--- config.mk ---
export PLATFORM = sky130hd
export DESIGN_NAME = operand_address_unit
export DESIGN_NICKNAME = d
export VERILOG_FILES = /design/src/rtl/core/oau_pkg.sv /design/src/rtl/core/oau_eval.sv /design/src/rtl/core/operand_address_unit.sv
export SDC_FILE = /design/constraint.sdc
export NUM_CORES = 1
export LEC_CHECK = 0
export ABC_CLOCK_PERIOD_IN_PS = 2610
export BUFFER_PORTS_ARGS = -buffer_cell sky130_fd_sc_hd__buf_2
export CORE_MARGIN = 3
export CORE_UTILIZATION = 25
export DETAILED_ROUTE_END_ITERATION = 6
export SYNTH_ARGS = -nofsm -noshare
export SYNTH_HDL_FRONTEND = slang
export SYNTH_HIERARCHICAL = 1
export SYNTH_SLANG_ARGS = --single-unit
--- constraint.sdc ---
create_clock -name clk -period 2.61 [get_ports clk]
set_input_delay 0.261 -clock clk [delete_from_list [all_inputs] [get_ports clk]]
set_output_delay 0.261 -clock clk [all_outputs]
set_load 0.005 [all_outputs]
--- src/rtl/core/oau_pkg.sv ---
// ----------------------------------------------------------------------------
// Operand address unit package
// Shared item, result and state types and the result kind codes.
// ----------------------------------------------------------------------------
package oau_pkg;

    localparam int unsigned WordW = 16;

    typedef logic [WordW-1:0] word_t;

    // Result kinds
    localparam logic [1:0] KIND_READ = 2'd0;
    localparam logic [1:0] KIND_ADDR = 2'd1;
    localparam logic [1:0] KIND_REG  = 2'd2;

    // Addressing modes that the decode names explicitly
    localparam logic [2:0] MODE_REG       = 3'd0;
    localparam logic [2:0] MODE_DEF       = 3'd1;
    localparam logic [2:0] MODE_AUTOINC   = 3'd2;
    localparam logic [2:0] MODE_AUTOINC_D = 3'd3;
    localparam logic [2:0] MODE_AUTODEC   = 3'd4;
    localparam logic [2:0] MODE_AUTODEC_D = 3'd5;
    localparam logic [2:0] MODE_INDEX     = 3'd6;
    localparam logic [2:0] MODE_INDEX_D   = 3'd7;

    localparam logic [2:0] REG_PC = 3'd7;

    localparam logic CMD_SPEC = 1'b0;
    localparam logic CMD_DATA = 1'b1;

    typedef enum logic [1:0] {
        PH_IDLE  = 2'd0,
        PH_FIRST = 2'd1,
        PH_DEFER = 2'd2
    } phase_t;

    typedef struct packed {
        logic       cmd;
        logic       byte_mode;
        logic [2:0] mode;
        logic [2:0] reg_num;
        word_t      reg_value;
        word_t      pc_value;
        word_t      read_data;
    } oau_item_t;

    typedef struct packed {
        logic [1:0] kind;
        word_t      address;
        logic [2:0] operand_reg;
        logic       reg_write;
        word_t      reg_new_value;
        logic       pc_write;
        word_t      pc_new_value;
        logic       protocol_error;
    } oau_result_t;

    typedef struct packed {
        phase_t     phase;
        logic [2:0] pending_mode;
        word_t      pending_base;
    } oau_state_t;

endpackage

--- src/rtl/core/oau_eval.sv ---
// ----------------------------------------------------------------------------
// Operand address evaluation
// Decodes one item against the pending-read state and forms its result
// and the next state. Purely combinational.
// ----------------------------------------------------------------------------
module oau_eval
    import oau_pkg::*;
(
    input  oau_item_t   item,
    input  oau_state_t  cur,
    output oau_state_t  nxt,
    output oau_result_t res
);

    word_t step;
    word_t pc_next;
    word_t data_sum;
    logic  pc_special;

    assign step       = item.byte_mode ? word_t'(1) : word_t'(2);
    assign pc_next    = item.pc_value + word_t'(2);
    assign data_sum   = item.read_data + cur.pending_base;
    assign pc_special = (item.reg_num == REG_PC) &&
                        ((item.mode == MODE_AUTOINC) || (item.mode == MODE_AUTOINC_D) ||
                         (item.mode == MODE_INDEX) || (item.mode == MODE_INDEX_D));

    always_comb
    begin
        res = '0;
        nxt = cur;
        if (item.cmd == CMD_DATA)
        begin
            priority if (cur.phase == PH_FIRST)
            begin
                res.address = data_sum;
                if (cur.pending_mode == MODE_INDEX_D)
                begin
                    res.kind  = KIND_READ;
                    nxt.phase = PH_DEFER;
                end
                else
                begin
                    res.kind  = KIND_ADDR;
                    nxt.phase = PH_IDLE;
                end
            end
            else if (cur.phase == PH_DEFER)
            begin
                res.kind    = KIND_ADDR;
                res.address = item.read_data;
                nxt.phase   = PH_IDLE;
            end
            else
            begin
                res.protocol_error = 1'b1;
            end
        end
        else if (cur.phase != PH_IDLE)
        begin
            // drop the specifier, keep the read outstanding
            res.protocol_error = 1'b1;
        end
        else if (pc_special)
        begin
            res.pc_write     = 1'b1;
            res.pc_new_value = pc_next;
            if (item.mode == MODE_AUTOINC)
            begin
                res.kind    = KIND_ADDR;
                res.address = pc_next + word_t'(item.byte_mode);
            end
            else
            begin
                res.kind         = KIND_READ;
                res.address      = pc_next;
                nxt.phase        = PH_FIRST;
                nxt.pending_mode = item.mode;
                nxt.pending_base = (item.mode == MODE_AUTOINC_D) ? '0
                                                                 : pc_next + word_t'(2);
            end
        end
        else
        begin
            unique case (item.mode)
                MODE_REG:
                begin
                    res.kind        = KIND_REG;
                    res.operand_reg = item.reg_num;
                end
                MODE_DEF:
                begin
                    res.kind    = KIND_ADDR;
                    res.address = item.reg_value;
                end
                MODE_AUTOINC:
                begin
                    res.kind          = KIND_ADDR;
                    res.address       = item.reg_value;
                    res.reg_write     = 1'b1;
                    res.reg_new_value = item.reg_value + step;
                end
                MODE_AUTOINC_D:
                begin
                    res.kind          = KIND_READ;
                    res.address       = item.reg_value;
                    res.reg_write     = 1'b1;
                    res.reg_new_value = item.reg_value + word_t'(2);
                    nxt.phase         = PH_FIRST;
                    nxt.pending_mode  = item.mode;
                    nxt.pending_base  = '0;
                end
                MODE_AUTODEC:
                begin
                    res.kind          = KIND_ADDR;
                    res.address       = item.reg_value - step;
                    res.reg_write     = 1'b1;
                    res.reg_new_value = item.reg_value - step;
                end
                MODE_AUTODEC_D:
                begin
                    res.kind          = KIND_READ;
                    res.address       = item.reg_value - word_t'(2);
                    res.reg_write     = 1'b1;
                    res.reg_new_value = item.reg_value - word_t'(2);
                    nxt.phase         = PH_FIRST;
                    nxt.pending_mode  = item.mode;
                    nxt.pending_base  = '0;
                end
                default:
                begin
                    // index and index deferred: fetch the extension word
                    res.kind         = KIND_READ;
                    res.address      = pc_next;
                    res.pc_write     = 1'b1;
                    res.pc_new_value = pc_next;
                    nxt.phase        = PH_FIRST;
                    nxt.pending_mode = item.mode;
                    nxt.pending_base = item.reg_value;
                end
            endcase
        end
    end

endmodule

--- src/rtl/core/operand_address_unit.sv ---
// ----------------------------------------------------------------------------
// Operand address unit
// Effective-address calculation for a six-bit operand specifier, with
// read requests for deferred, index and PC modes and register write-backs.
// ----------------------------------------------------------------------------
//
//  channel  handshake             payload
//  -------  --------------------  ------------------------------------------
//  in       in_valid / in_stall   cmd byte_mode mode reg_num reg_value
//                                 pc_value read_data
//  out      out_valid / out_stall kind address operand_reg reg_write
//                                 reg_new_value pc_write pc_new_value
//                                 protocol_error
//
//  Each item gives exactly one result: it is held in the input register,
//  then the decode and its 16-bit adds settle into the result register.
//  One item per cycle is sustained while out is not stalled.
//  rst_n (asynchronous) empties both registers and returns the phase to idle.
//  A stall on out holds the result register; the input register then holds
//  too, and in_stall rises only while the input register is full and stuck.
//
module operand_address_unit
    import oau_pkg::*;
(
    input  logic        clk,
    input  logic        rst_n,

    input  logic        in_valid,
    output logic        in_stall,
    input  logic        cmd,
    input  logic        byte_mode,
    input  logic [2:0]  mode,
    input  logic [2:0]  reg_num,
    input  logic [15:0] reg_value,
    input  logic [15:0] pc_value,
    input  logic [15:0] read_data,

    output logic        out_valid,
    input  logic        out_stall,
    output logic [1:0]  kind,
    output logic [15:0] address,
    output logic [2:0]  operand_reg,
    output logic        reg_write,
    output logic [15:0] reg_new_value,
    output logic        pc_write,
    output logic [15:0] pc_new_value,
    output logic        protocol_error
);

    oau_item_t   item_reg;
    logic        item_valid_reg;
    oau_result_t res_reg;
    logic        res_valid_reg;
    oau_state_t  state_reg;

    oau_state_t  state_next;
    oau_result_t res_next;
    logic        advance;
    logic        take_in;

    // Move the held item into the result register whenever that slot is
    // free or being emptied this cycle.
    assign advance  = !res_valid_reg || !out_stall;
    assign in_stall = item_valid_reg && !advance;
    assign take_in  = in_valid && !in_stall;

    oau_eval u_eval (
        .item (item_reg),
        .cur  (state_reg),
        .nxt  (state_next),
        .res  (res_next)
    );

    // Control: occupancy of both registers and the pending-read state.
    always_ff @(posedge clk or negedge rst_n)
    begin
        if (!rst_n)
        begin
            item_valid_reg <= 1'b0;
            res_valid_reg  <= 1'b0;
            state_reg      <= '{phase: PH_IDLE, pending_mode: '0, pending_base: '0};
        end
        else
        begin
            if (advance)
            begin
                res_valid_reg <= item_valid_reg;
            end
            if (take_in)
            begin
                item_valid_reg <= 1'b1;
            end
            else if (advance)
            begin
                item_valid_reg <= 1'b0;
            end
            // Advance the state only as its item commits to the result.
            if (item_valid_reg && advance)
            begin
                state_reg <= state_next;
            end
        end
    end

    // Payload: hold while stalled.
    always_ff @(posedge clk)
    begin
        if (take_in)
        begin
            item_reg <= '{cmd: cmd, byte_mode: byte_mode, mode: mode,
                          reg_num: reg_num, reg_value: reg_value,
                          pc_value: pc_value, read_data: read_data};
        end
        if (item_valid_reg && advance)
        begin
            res_reg <= res_next;
        end
    end

    assign out_valid      = res_valid_reg;
    assign kind           = res_reg.kind;
    assign address        = res_reg.address;
    assign operand_reg    = res_reg.operand_reg;
    assign reg_write      = res_reg.reg_write;
    assign reg_new_value  = res_reg.reg_new_value;
    assign pc_write       = res_reg.pc_write;
    assign pc_new_value   = res_reg.pc_new_value;
    assign protocol_error = res_reg.protocol_error;

endmodule

# ---- Word-level counts from Yosys, hierarchy flattened
# Index checks and enable logic that the tools add are counted.
dict set report word_totals {
  latch_bits 0
  output_inout_bits 58
  mem_bits_rw 0
  n_memories 0
  rom_bits 0
  regBits 135
  wordCells 103
  input_bits 60
}
dict set report op_classes {
  mul 0
  add_sub_neg 8
  shift 0
  mux 30
  div 0
  reduce_logical 25
  n_eq_ne 17
  n_bitwise 3
  n_lt_le_gt_ge 0
}
# operator n
set ops {}
lappend ops {{$mux W17} 4}
lappend ops {{$pmux W17 S4} 1}
lappend ops {{$pmux W16 S4} 1}
lappend ops {{$mux W21} 3}
lappend ops {{$mux W55} 1}
lappend ops {{$mux W18} 3}
lappend ops {{$add A16 B2 Y16 const B} 3}
lappend ops {{$pmux W21 S2} 1}
lappend ops {{$add A16 B16 Y16} 2}
lappend ops {{$mux W20} 1}
lappend ops {{$eq A3 B3 Y1 const B} 6}
lappend ops {{$add A16 B1 Y16} 1}
lappend ops {{$mux W16} 1}
lappend ops {{$sub A16 B16 Y16} 1}
lappend ops {{$sub A16 B2 Y16 const B} 1}
lappend ops {{$mux W2} 5}
lappend ops {{$reduce_and A5 Y1} 2}
lappend ops {{$reduce_or A3 Y1} 3}
lappend ops {{$reduce_or A4 Y1} 2}
lappend ops {{$mux W1} 7}
lappend ops {{$eq A3 B2 Y1 const B} 2}
lappend ops {{$ne A3 B1 Y1 const B} 2}
lappend ops {{$reduce_or A6 Y1} 1}
lappend ops {{$logic_and A1 B1 Y1} 4}
lappend ops {{other kinds (14)} 25}

# ---- Depth between registers and ports, before layout
# Gate-level depths: netlist (run 1).
dict set report depth {
  word_depth 8
  ltp_mapped 11
  ltp_nobuf 10
}

# ---- By module
# The synthesis (run 1) kept the hierarchy.
# module instances seq_area_each_um2 area_per_inst_um2 cells_each
set modules_own_cells {}
lappend modules_own_cells {operand_address_unit 1 3938.8 4246.6 164}
lappend modules_own_cells {oau_eval 1 0.0 4151.5 669}

# ---- Worst setup path before layout (run 1)
# OpenSTA, ideal clock, no wires.
dict set report synth_timing {
  path_type {register to register}
  start {register item_reg[17] in the netlist's numbering}
  end {register state_reg[8] in the netlist's numbering}
  stages_incl_launch_ff 11
  arrival_ns 2.637
  n_path_buf 1
  synth_period_minus_slack_ns 2.761
  path_slack_ns -0.151
  required_time_ns 2.485
  setup_ns 0.125
  path_cell_list {edfxtp_1 -> buf_2 -> inv_1 -> ha_1 -> nor3_1 -> nand3b_1 -> nor3b_1 -> xor2_1 -> o21ai_0 -> a32o_1 -> mux2_2}
}
dict set report synth_between {
  elab_chain_cells 5
}
# item line_no
set synth_lines {}
lappend synth_lines {{start: declaration} operand_address_unit.sv:50} ;# oau_item_t item_reg;
lappend synth_lines {{start signal: assignment} operand_address_unit.sv:110} ;# item_reg <= '{cmd: cmd, byte_mode: byte_mode, mode: mode,
lappend synth_lines {{$add A16 B2 Y16} oau_eval.sv:21} ;# assign pc_next = item.pc_value + word_t'(2);
lappend synth_lines {{$add A16 B2 Y16} oau_eval.sv:79} ;# : pc_next + word_t'(2);
lappend synth_lines {{$mux W16} oau_eval.sv:78} ;# nxt.pending_base = (item.mode == MODE_AUTOINC_D) ? '0
lappend synth_lines {{$mux W21} oau_eval.sv:67} ;# if (item.mode == MODE_AUTOINC)
lappend synth_lines {{$mux W21} oau_eval.sv:63} ;# else if (pc_special)
lappend synth_lines {{end signal: assignment} operand_address_unit.sv:81} ;# state_reg <= '{phase: PH_IDLE, pending_mode: '0, pending_base: '0};
lappend synth_lines {{end signal: assignment} operand_address_unit.sv:100} ;# state_reg <= state_next;
lappend synth_lines {{end: declaration} operand_address_unit.sv:54} ;# oau_state_t state_reg;
# Every way passes these cells. The select of a mux whose other input is x is not followed.
# A chain may end at the register's enable or synchronous reset.

==> run_results.csv, run 1 <==
group,metric,value,unit
yosys,yosys.cell_types.count,72,
timing,setup_violations,2,
floorplan,rows,66,
yosys,synth_edf_count,112,
yosys,yosys_warnings,6,
clock_network,cts_root_buffer,"clkbuf_16",
timing,finalCriticalPeriod,2.64,ns
timing,drv_slew,0,
grt,grt_first_pass_wirelength,43100,um
place,dp_hpwl,21200,um
floorplan,die_area,35800,um^2
place,place.gp.congestion,0.952,
clock_network,cts_tree,"yes",
timing,hold_violations,0,
clock_network,worstSkewPairLatency,0.44,ns
routing,final_antenna_net_count,0,
finish,nets,1219,
grt,use_met2,25.2,%
critical_path,critPathLaunch,"item_reg[42]",
hold_path,hp-class,"input port to flop",
critical_path,crit_fanout,3,
grt,grt_pass1_vias,7338,
yosys,synth_ff_type,"edfxtp_1",
critical_path,cp-start-kind,"flop",
critical_path,timing.rr.start,"item_reg[42]",
clock_network,path_clk_slew,0.06,ns
grt,grt.busiest_layer,"met2",
grt,grt_util_all_layers,15.7,%
critical_path,end_kind,"flop",
clock_network,numCtsBuffers,17,
timing,fmax,0.378,GHz
routing,avgRoutedWirePerCell,18.1,um
clock_network,clk_path_buf_depth,2,
critical_path,arrival,2.91,ns
finish,diodes,0,
routing,drt_iter0_markers,760,
yosys,syn_nets,926,
grt,antenna_found_initial,0,
timing,slew_headroom,53.5,%
status,failed_checks,"negative setup slack",
timing,hold_ws,0.0310,ns
routing,drc,0,
finish,largest_reg_flops,56,
routing,via_count,7718,
floorplan,die_x,189,um
yosys,ys_seq_elements,135,
hold_path,worstHoldStart,"pc_value[1]",
floorplan,core-area,32800,um^2
place,place_ws,-0.207,ns
yosys,avgSynthCellArea,10.1,um^2
timing,fin_crit_sh,101,%
routing,dr.pass1.iters,5,
yosys,async_flop_share,17.0,%
timing,fin_ws,-0.0324,ns
timing,grt_setup_unrepaired,"true",
critical_path,path_class,"flop to flop",
grt,grt_max_degree,78,
floorplan,die_h,189,um
clock_network,clock_sinks,135,
finish,area_delta_synth_final,44.1,%
yosys,ys_seq_area_share,46.9,%
routing,avgViaCountPerCell,4.88,
routing,wirelength,28600,um
floorplan,start_util,25.6,%
finish,drive_gt1_share,35.2,%
grt,globalRoute.totalOverflow,0,
job,max-cap-violations,0,
place,numPortBuffers,117,
power_and_ir_drop,p_leak,4.88,nW
power_and_ir_drop,power_density,646,nW/um^2
yosys,syn-cell-area,8400,um^2
grt,met3_usage,3.07,%
status,status,"complete, but fails checks",
critical_path,worstPathRequired,2.88,ns
yosys,postSynthCellCount,833,
power_and_ir_drop,peakVddDrop,0.000391,V
timing,skew,0.0131,ns
floorplan,ios,118,
timing,worst_pin_slew,0.689,ns
finish,fin_util,36.9,%
clock_network,htree_levels,4,
grt,grtUsageMet1,21.5,%
[metrics by stage]
step                      total power [mW]  std cells  cell area [um^2]  TNS (ns)
after floorplan                       4.32        833              8420   -0.0269
after global placement                5.22       1480             10400     -1.02
after detailed placement              5.23       1480             10400     -1.21
after CTS                             7.80       1567             11700   -0.0674
after global routing                  8.24       1581             12100    -0.595
final                                 7.82       1581             12100   -0.0425
[path summary, 6_finish.rpt]
path                       slack [ns]  cells past startpoint             to
setup / recovery                -0.03                      7    address[15]
hold / removal                   0.03                      1   item_reg[17]
setup reg to reg                -0.03                      7    address[15]
hold reg to reg                  0.49                      1      out_valid
max in group asynchronous        1.84                      2   state_reg[1]
min in group asynchronous        0.36                      2  state_reg[17]
[metal layers]
| layer | up-vias | wire length (um) | part of all wire (%) |
|---|---|---|---|
| met1 | 3733 | 13200 | 46 |
| met2 | 254 | 13400 | 47 |
| met4 | 0 | 380 | 1.3 |
| met3 | 21 | 1640 | 5.7 |
| met5 | - | 0 | 0 |
| li1 | 3710 | - | - |
[placed cells by master (no fill, tap or decap), types with 23 or more instances in the layout]
master | netlist | routed
a21oi_1 | 47 | 45
buf_2 | 6 | 117
buf_4 | 1 | 148
dfrtp_1 | 23 | 23
dlygate4sd3_1 | 0 | 53
edfxtp_1 | 112 | 112
ha_1 | 30 | 24
inv_1 | 26 | 23
nand2_1 | 77 | 77
nor2_1 | 72 | 66
o21ai_0 | 48 | 43
xnor2_1 | 37 | 34
xor2_1 | 26 | 26
[area by class of cell]
cell class	count	area (um^2)
clock buffer	18	429
clock inverter	14	149
fill	3261	20700
inverter	26	101
multi-input combinational	617	4560
sequential	135	3940
tap	442	553
timing repair buffer	329	2370
[timing repair]
item,in CTS,in global routing
gates cloned,0,0
endpoints found under the hold margin,74,1
endpoints found under the setup margin,13,20
resized for setup,37,56
pin swaps,12,35
buffers inserted,3,13
hold buffers,52,1
[cell usage after synthesis, types with 6 or more instances]
cell        n  area, um^2
nor4_1     11        68.8
o211ai_1   12        90.1
clkbuf_1   42         158
mux2_2     21         236
and2_1     11        68.8
a22o_1      9        78.8
nor2b_1    11        68.8
xnor2_1    37         324
a21oi_1    47         235
a31oi_1     6        37.5
nor3_1     20         100
edfxtp_1  112        3360
dfrtp_1    23         576
nand2b_1    9        56.3
nand4_1    11        68.8
a32o_1      6        60.1
ha_1       30         375
nor2_1     72         270
buf_2       6        30.0
nand2_1    77         289
and3_1      9        56.3
o21ai_0    48         240
a221oi_1    6        52.6
a21o_1      7        52.6
inv_1      26        97.6
a22oi_1    18         135
a211oi_1    7        52.6
xor2_1     26         228
nand3_1    20         100
[logic make-up (layout without fill, tap and decap cells)]
family | Yosys count | after routing | synth area share, %
buffers and inverters | 81 | 387 | 4.02
adders and majority gates | 33 | 33 | 5.18
DFF | 135 | 135 | 46.9
and+or+nand+nor | 278 | 278 | 16.3
xor gates and xnor gates | 63 | 63 | 6.57
AOI/OAI and AO/OA | 220 | 220 | 17.9
muxes | 23 | 23 | 3.05
[power breakdown]
group          switching (mW)  internal (mW)  leakage, nW
logic                    1.31           1.17         3.21
registers               0.248           2.69         1.39
clock network           0.986           1.41        0.285
[worst max-delay path: stages (launching register included)]
cell      delay, ns
edfxtp_1       0.40
or4_4          0.55
or4_4          0.45
or2_4          0.25
or3_4          0.34
a21oi_2        0.17
o221ai_2       0.13
o221ai_1       0.19
No activity file was read; power rests on OpenSTA's default activity.
==> inputs of run 2 (changes only) <==
- SYNTH_HIERARCHICAL: 1 -> default
==> run_results.csv, run 2 <==
group,metric,value,unit
yosys,synth_common_cells,"edfxtp_1, nand2_1, nor2_1, o21ai_0, a21oi_1",
timing,drv_slew,0,
routing,avgViaCountPerCell,4.81,
finish,final_common_cell,"buf_4",
routing,final_antenna_net_count,0,
finish,final_cell_mix,"buf_4, buf_2, edfxtp_1, nand2_1, nor2_1",
yosys,ys_seq_area_share,47.9,%
power_and_ir_drop,power_density,722,nW/um^2
power_and_ir_drop,p_clk_share,29.8,%
critical_path,crit_fanout,5,
routing,wirelength,26800,um
timing,worst_pin_slew,0.739,ns
yosys,synth.most_common_cell,"edfxtp_1",
place,dpl_cell_area,9930,um^2
finish,area_delta_synth_final,33.9,%
critical_path,cp_top_family,"simple AND/OR/NAND/NOR gates",
power_and_ir_drop,comb_power_share,33.0,%
floorplan,die_h,187,um
critical_path,worstPathRequired,2.80,ns
grt,grt_max_degree,57,
timing,finalCriticalPeriod,2.54,ns
power_and_ir_drop,switching_share,32.9,%
routing,dr.pass1.iters,5,
finish,drive_gt1_share,31.7,%
grt,grt_pass1_vias,7108,
routing,via_count,7109,
routing,drc,0,
finish,final_cells,1477,
timing,grt_setup_unrepaired,"true",
critical_path,cp-start-kind,"flop",
floorplan,die_x,187,um
yosys,ys_seq_elements,135,
routing,drt_iter0_markers,500,
place,numPortBuffers,117,
yosys,yosys.cell_types.count,85,
yosys,syn-cell-area,8220,um^2
clock_network,path_clk_slew,0.07,ns
critical_path,cp_slowest_stage_delay,0.59,ns
status,status,"finished clean",
yosys,postSynthCellCount,793,
place,place.gp.congestion,0.941,
finish,nets,1121,
finish,diodes,0,
clock_network,clk_path_buf_depth,2,
floorplan,rows,65,
critical_path,arrival,2.72,ns
timing,setup_tns,0,ns
clock_network,worstSkewPairLatency,0.43,ns
routing,avgRoutedWirePerCell,18.2,um
floorplan,die_area,35100,um^2
timing,hold_violations,0,
grt,grt_first_pass_wirelength,41200,um
finish,design_area,11000,um^2
timing,fin_crit_sh,97.3,%
floorplan,ios,118,
place,dp_hpwl,20600,um
timing,skew,0.0151,ns
power_and_ir_drop,peakVddDrop,0.000398,V
power_and_ir_drop,p_leak,4.37,nW
timing,fmax,0.394,GHz
yosys,avgSynthCellArea,10.4,um^2
timing,hold_ws,0.0154,ns
grt,grt_util_all_layers,15.1,%
clock_network,htree_levels,4,
grt,antenna_found_initial,0,
critical_path,slowest_stage,"or4_4",
clock_network,cts_tree,"yes",
yosys,yosysTopAreaCell,"edfxtp_1",
clock_network,clock_sinks,135,
yosys,async_flop_share,17.0,%
job,max-cap-violations,0,
yosys,yosys_warnings,0,
yosys,synth_top_cell_area_share,40.9,%
floorplan,start_util,25.7,%
critical_path,end_kind,"flop",
hold_path,hp-class,"input port to flop",
grt,globalRoute.totalOverflow,0,
critical_path,crit_top_cell,"or4_4",
critical_path,crit_buf_inv,0,
timing,setup_violations,0,
critical_path,crit_chain,"or4_4 > or4_4 > o31ai_4 > nand3_2 > mux2_4 > a22oi_2 > nor2_1",
yosys,ys_top_cells_by_area,"edfxtp_1, dfrtp_1, ha_1",
power_and_ir_drop,pwr-share-seq,37.2,%
power_and_ir_drop,power.switching,2.62,mW
finish,fillers,3261,
yosys,synth_edf_count,112,
timing,slew_headroom,50.6,%
clock_network,cts_root_buffer,"clkbuf_16",
yosys,syn_nets,885,
power_and_ir_drop,p_int,5.33,mW
critical_path,path_class,"flop to flop",
yosys,synth_ff_type,"edfxtp_1",
clock_network,numCtsBuffers,17,
place,dp.cells,1413,
finish,largest_reg_flops,56,
floorplan,core-area,32000,um^2
## run 2: kinds of logic after synthesis
kind of cell,after synthesis,share of synthesized area [%]
compound gates,219,18.1
xor+xnor,60,6.39
fa+ha+maj,32,5.15
buf+inv,72,4.84
flops,135,47.9
mux,9,1.16
simple gates,266,16.4
## run 2: layer usage
metal,vias to the layer above,GRT usage (%),routed length [um]
li1,3450,-,-
met1,3407,20.4,12200
met2,228,24.7,12600
met3,24,3.22,1560
met4,0,3.69,364
met5,-,0,0
## run 2: worst register-to-register path, stage by stage, from the launching register on
cell and delay [ns]:
edfxtp_1 0.39, or4_4 0.59, or4_4 0.48, o31ai_4 0.24, nand3_2 0.12, mux2_4 0.28
a22oi_2 0.15, nor2_1 0.05
## run 2: power by group through the flow
stage	sequential [mW]	clock, mW	combinational, mW
global placement	2.99	0	2.42
CTS	2.95	2.43	2.51
detailed placement	2.99	0	2.45
global route	2.99	2.53	2.88
finish	2.95	2.37	2.62
floorplan	2.93	0	1.59
## run 2: area by class of cell
class | instances | area, um^2 | area share, %
Timing Repair Buffer | 266 | 1790 | 16.3
Sequential cell | 135 | 3940 | 35.8
Clock inverter | 14 | 150 | 1.36
Inverter | 23 | 90.1 | 0.819
Tap cell | 435 | 544 | 4.95
Multi-Input combinational cell | 586 | 4060 | 36.9
Clock buffer | 18 | 429 | 3.90
## run 2: timing repair
item | in CTS | in global routing
buffers inserted | 2 | 5
resized for setup | 8 | 47
pin swaps | 2 | 10
hold endpoints to repair | 45 | 2
hold buffers | 23 | 2
endpoints found under the setup margin | 4 | 24
## run 2: path summary, 6_finish.rpt
kind                           startpoint                 to  slack (ns)  depth (start not counted)
setup / recovery             item_reg[39]  reg_new_value[15]        0.07                          7
hold / removal              reg_value[13]       item_reg[45]        0.02                          1
setup reg to reg             item_reg[39]  reg_new_value[15]        0.07                          7
hold reg to reg            item_valid_reg          out_valid        0.49                          1
max in group asynchronous           rst_n      state_reg[11]        1.84                          2
min in group asynchronous           rst_n          out_valid        0.37                          2
## run 2: stage by stage
| stage | worst slack [ns] | power (mW) | util, % |
|---|---|---|---|
| floorplan | -0.0465 | 4.52 | - |
| global placement | -0.0814 | 5.41 | 31.1 |
| detailed placement | -0.137 | 5.44 | 31.1 |
| CTS | -0.0437 | 7.89 | 33.8 |
| global route | -0.0339 | 8.40 | 34.4 |
| finish | 0.0707 | 7.94 | 34.4 |
==> inputs of run 3 (changes only) <==
- CORE_UTILIZATION: 25 -> 50
- PLACE_DENSITY: default -> 0.74
==> run_results.csv, run 3 (same netlist as run 2, synthesis figures left out) <==
group,metric,value,unit
status,status,"finished clean",
timing,grt_setup_unrepaired,"true",
floorplan,start_util,51.4,%
clock_network,htree_levels,4,
finish,area_delta_synth_final,32.3,%
critical_path,crit_fanout,6,
job,max-cap-violations,0,
timing,finalCriticalPeriod,2.58,ns
clock_network,clock_sinks,135,
power_and_ir_drop,p_leak,4.44,nW
floorplan,die_h,134,um
hold_path,hp-class,"input port to flop",
floorplan,rows,46,
critical_path,arrival,2.75,ns
grt,grt_first_pass_wirelength,37300,um
critical_path,worstPathRequired,2.78,ns
clock_network,cts_tree,"yes",
place,place_ws,-0.0609,ns
finish,design_area,10900,um^2
grt,grt_max_degree,57,
critical_path,rrSetupSlack,0.03,ns
finish,drive_gt1_share,30.3,%
clock_network,clk_path_buf_depth,2,
finish,diodes,0,
floorplan,ios,118,
routing,final_antenna_net_count,0,
routing,dr.pass1.iters,7,
finish,fillers,1254,
routing,avgViaCountPerCell,5.75,
timing,slew_headroom,54.1,%
timing,hold_ws,0.0169,ns
power_and_ir_drop,power_density,730,nW/um^2
timing,drv_slew,0,
floorplan,die_x,134,um
timing,fin_ws,0.0291,ns
grt,globalRoute.totalOverflow,0,
finish,final_cell_mix,"buf_2, buf_4, edfxtp_1, nand2_1, nor2_1",
grt,grt_pass1_vias,6938,
clock_network,cts_root_buffer,"clkbuf_16",
routing,wirelength,24600,um
finish,nets,1134,
finish,largest_reg_flops,56,
timing,fmax,0.387,GHz
place,place.gp.congestion,0.976,
critical_path,end_kind,"flop",
place,dpl_cell_area,9560,um^2
routing,avgRoutedWirePerCell,19.3,um
critical_path,cp-start-kind,"flop",
floorplan,die_area,18000,um^2
critical_path,path_class,"flop to flop",
finish,fin_util,67.9,%
grt,grt_util_all_layers,26.7,%
clock_network,worstSkewPairLatency,0.43,ns
floorplan,core-area,16000,um^2
routing,drc,0,
routing,drt_iter0_markers,766,
place,dp_hpwl,17100,um
clock_network,numCtsBuffers,17,
timing,fin_crit_sh,98.9,%
routing,via_count,7312,
timing,hold_violations,0,
timing,worst_pin_slew,0.687,ns
clock_network,path_clk_slew,0.06,ns
power_and_ir_drop,peakVddDrop,0.000510,V
timing,setup_violations,0,
grt,antenna_found_initial,0,
timing,skew,0.00759,ns
place,numPortBuffers,117,
[run 3: cell count changes in the layout (fill, tap and decap cells not counted), sizes merged]
cell,previous run,this run
dlygate4sd3,25,44
buf,241,235
clkbuf,18,22
clkinvlp,6,3
bufinv,2,0
clkinv,3,4
[run 3: repair_timing]
action / 4_1_cts / 5_1_grt
pin swaps: 3 / 13
gates cloned: 0 / 0
buffers inserted: 0 / 14
hold buffers: 30 / 14
setup endpoints to repair: 6 / 22
hold endpoints to repair: 52 / 14
resized for setup: 9 / 34
[run 3: power by group]
group | switching, mW | total, mW | internal, mW
Sequential | 0.203 | 2.94 | 2.74
Clock | 0.956 | 2.36 | 1.40
Combinational | 1.43 | 2.64 | 1.21
[run 3: path summary, 6_finish.rpt]
kind | from | end | cells past startpoint
max reg2reg | item_reg[33] | address[9] | 9
min | cmd | item_reg[55] | 1
min in group asynchronous | rst_n | state_reg[17] | 2
max in group asynchronous | rst_n | state_reg[7] | 2
max | item_reg[33] | address[9] | 9
min reg2reg | item_valid_reg | out_valid | 1
[run 3: routing by layer]
| layer | part of all wire, % | global-route usage (%) |
|---|---|---|
| met5 | 0 | 0 |
| met4 | 2.2 | 7.86 |
| met3 | 6.6 | 6.04 |
| met2 | 48 | 42.7 |
| met1 | 43 | 36.8 |
[run 3: final cells by class]
cell class / count / area (um^2) / area share (%)
clock buffers: 22 / 508 / 4.67
repair buffers: 279 / 1920 / 17.7
clock inverters: 10 / 81.3 / 0.748
multi-input cells: 586 / 4060 / 37.3
well taps: 216 / 270 / 2.49
inverters: 23 / 90.1 / 0.829
flip-flops and latches: 135 / 3940 / 36.2
[run 3: stage by stage]
step | TNS, ns | std cells | power [mW]
finish | 0 | 1271 | 7.94
global route | -0.230 | 1271 | 8.35
CTS | -0.00479 | 1243 | 7.78
detailed placement | -0.103 | 1181 | 5.37
global placement | -0.0325 | 1181 | 5.33
floorplan | -0.0465 | 793 | 4.52
[run 3: worst max-delay path: stages (launching register included)]
cell	delay, ns
edfxtp_1	0.49
ha_1	0.41
nor2_4	0.19
o41ai_4	0.09
and2b_2	0.23
and3b_1	0.20
a211oi_1	0.23
buf_4	0.15
o21ai_0	0.07
a211o_1	0.26
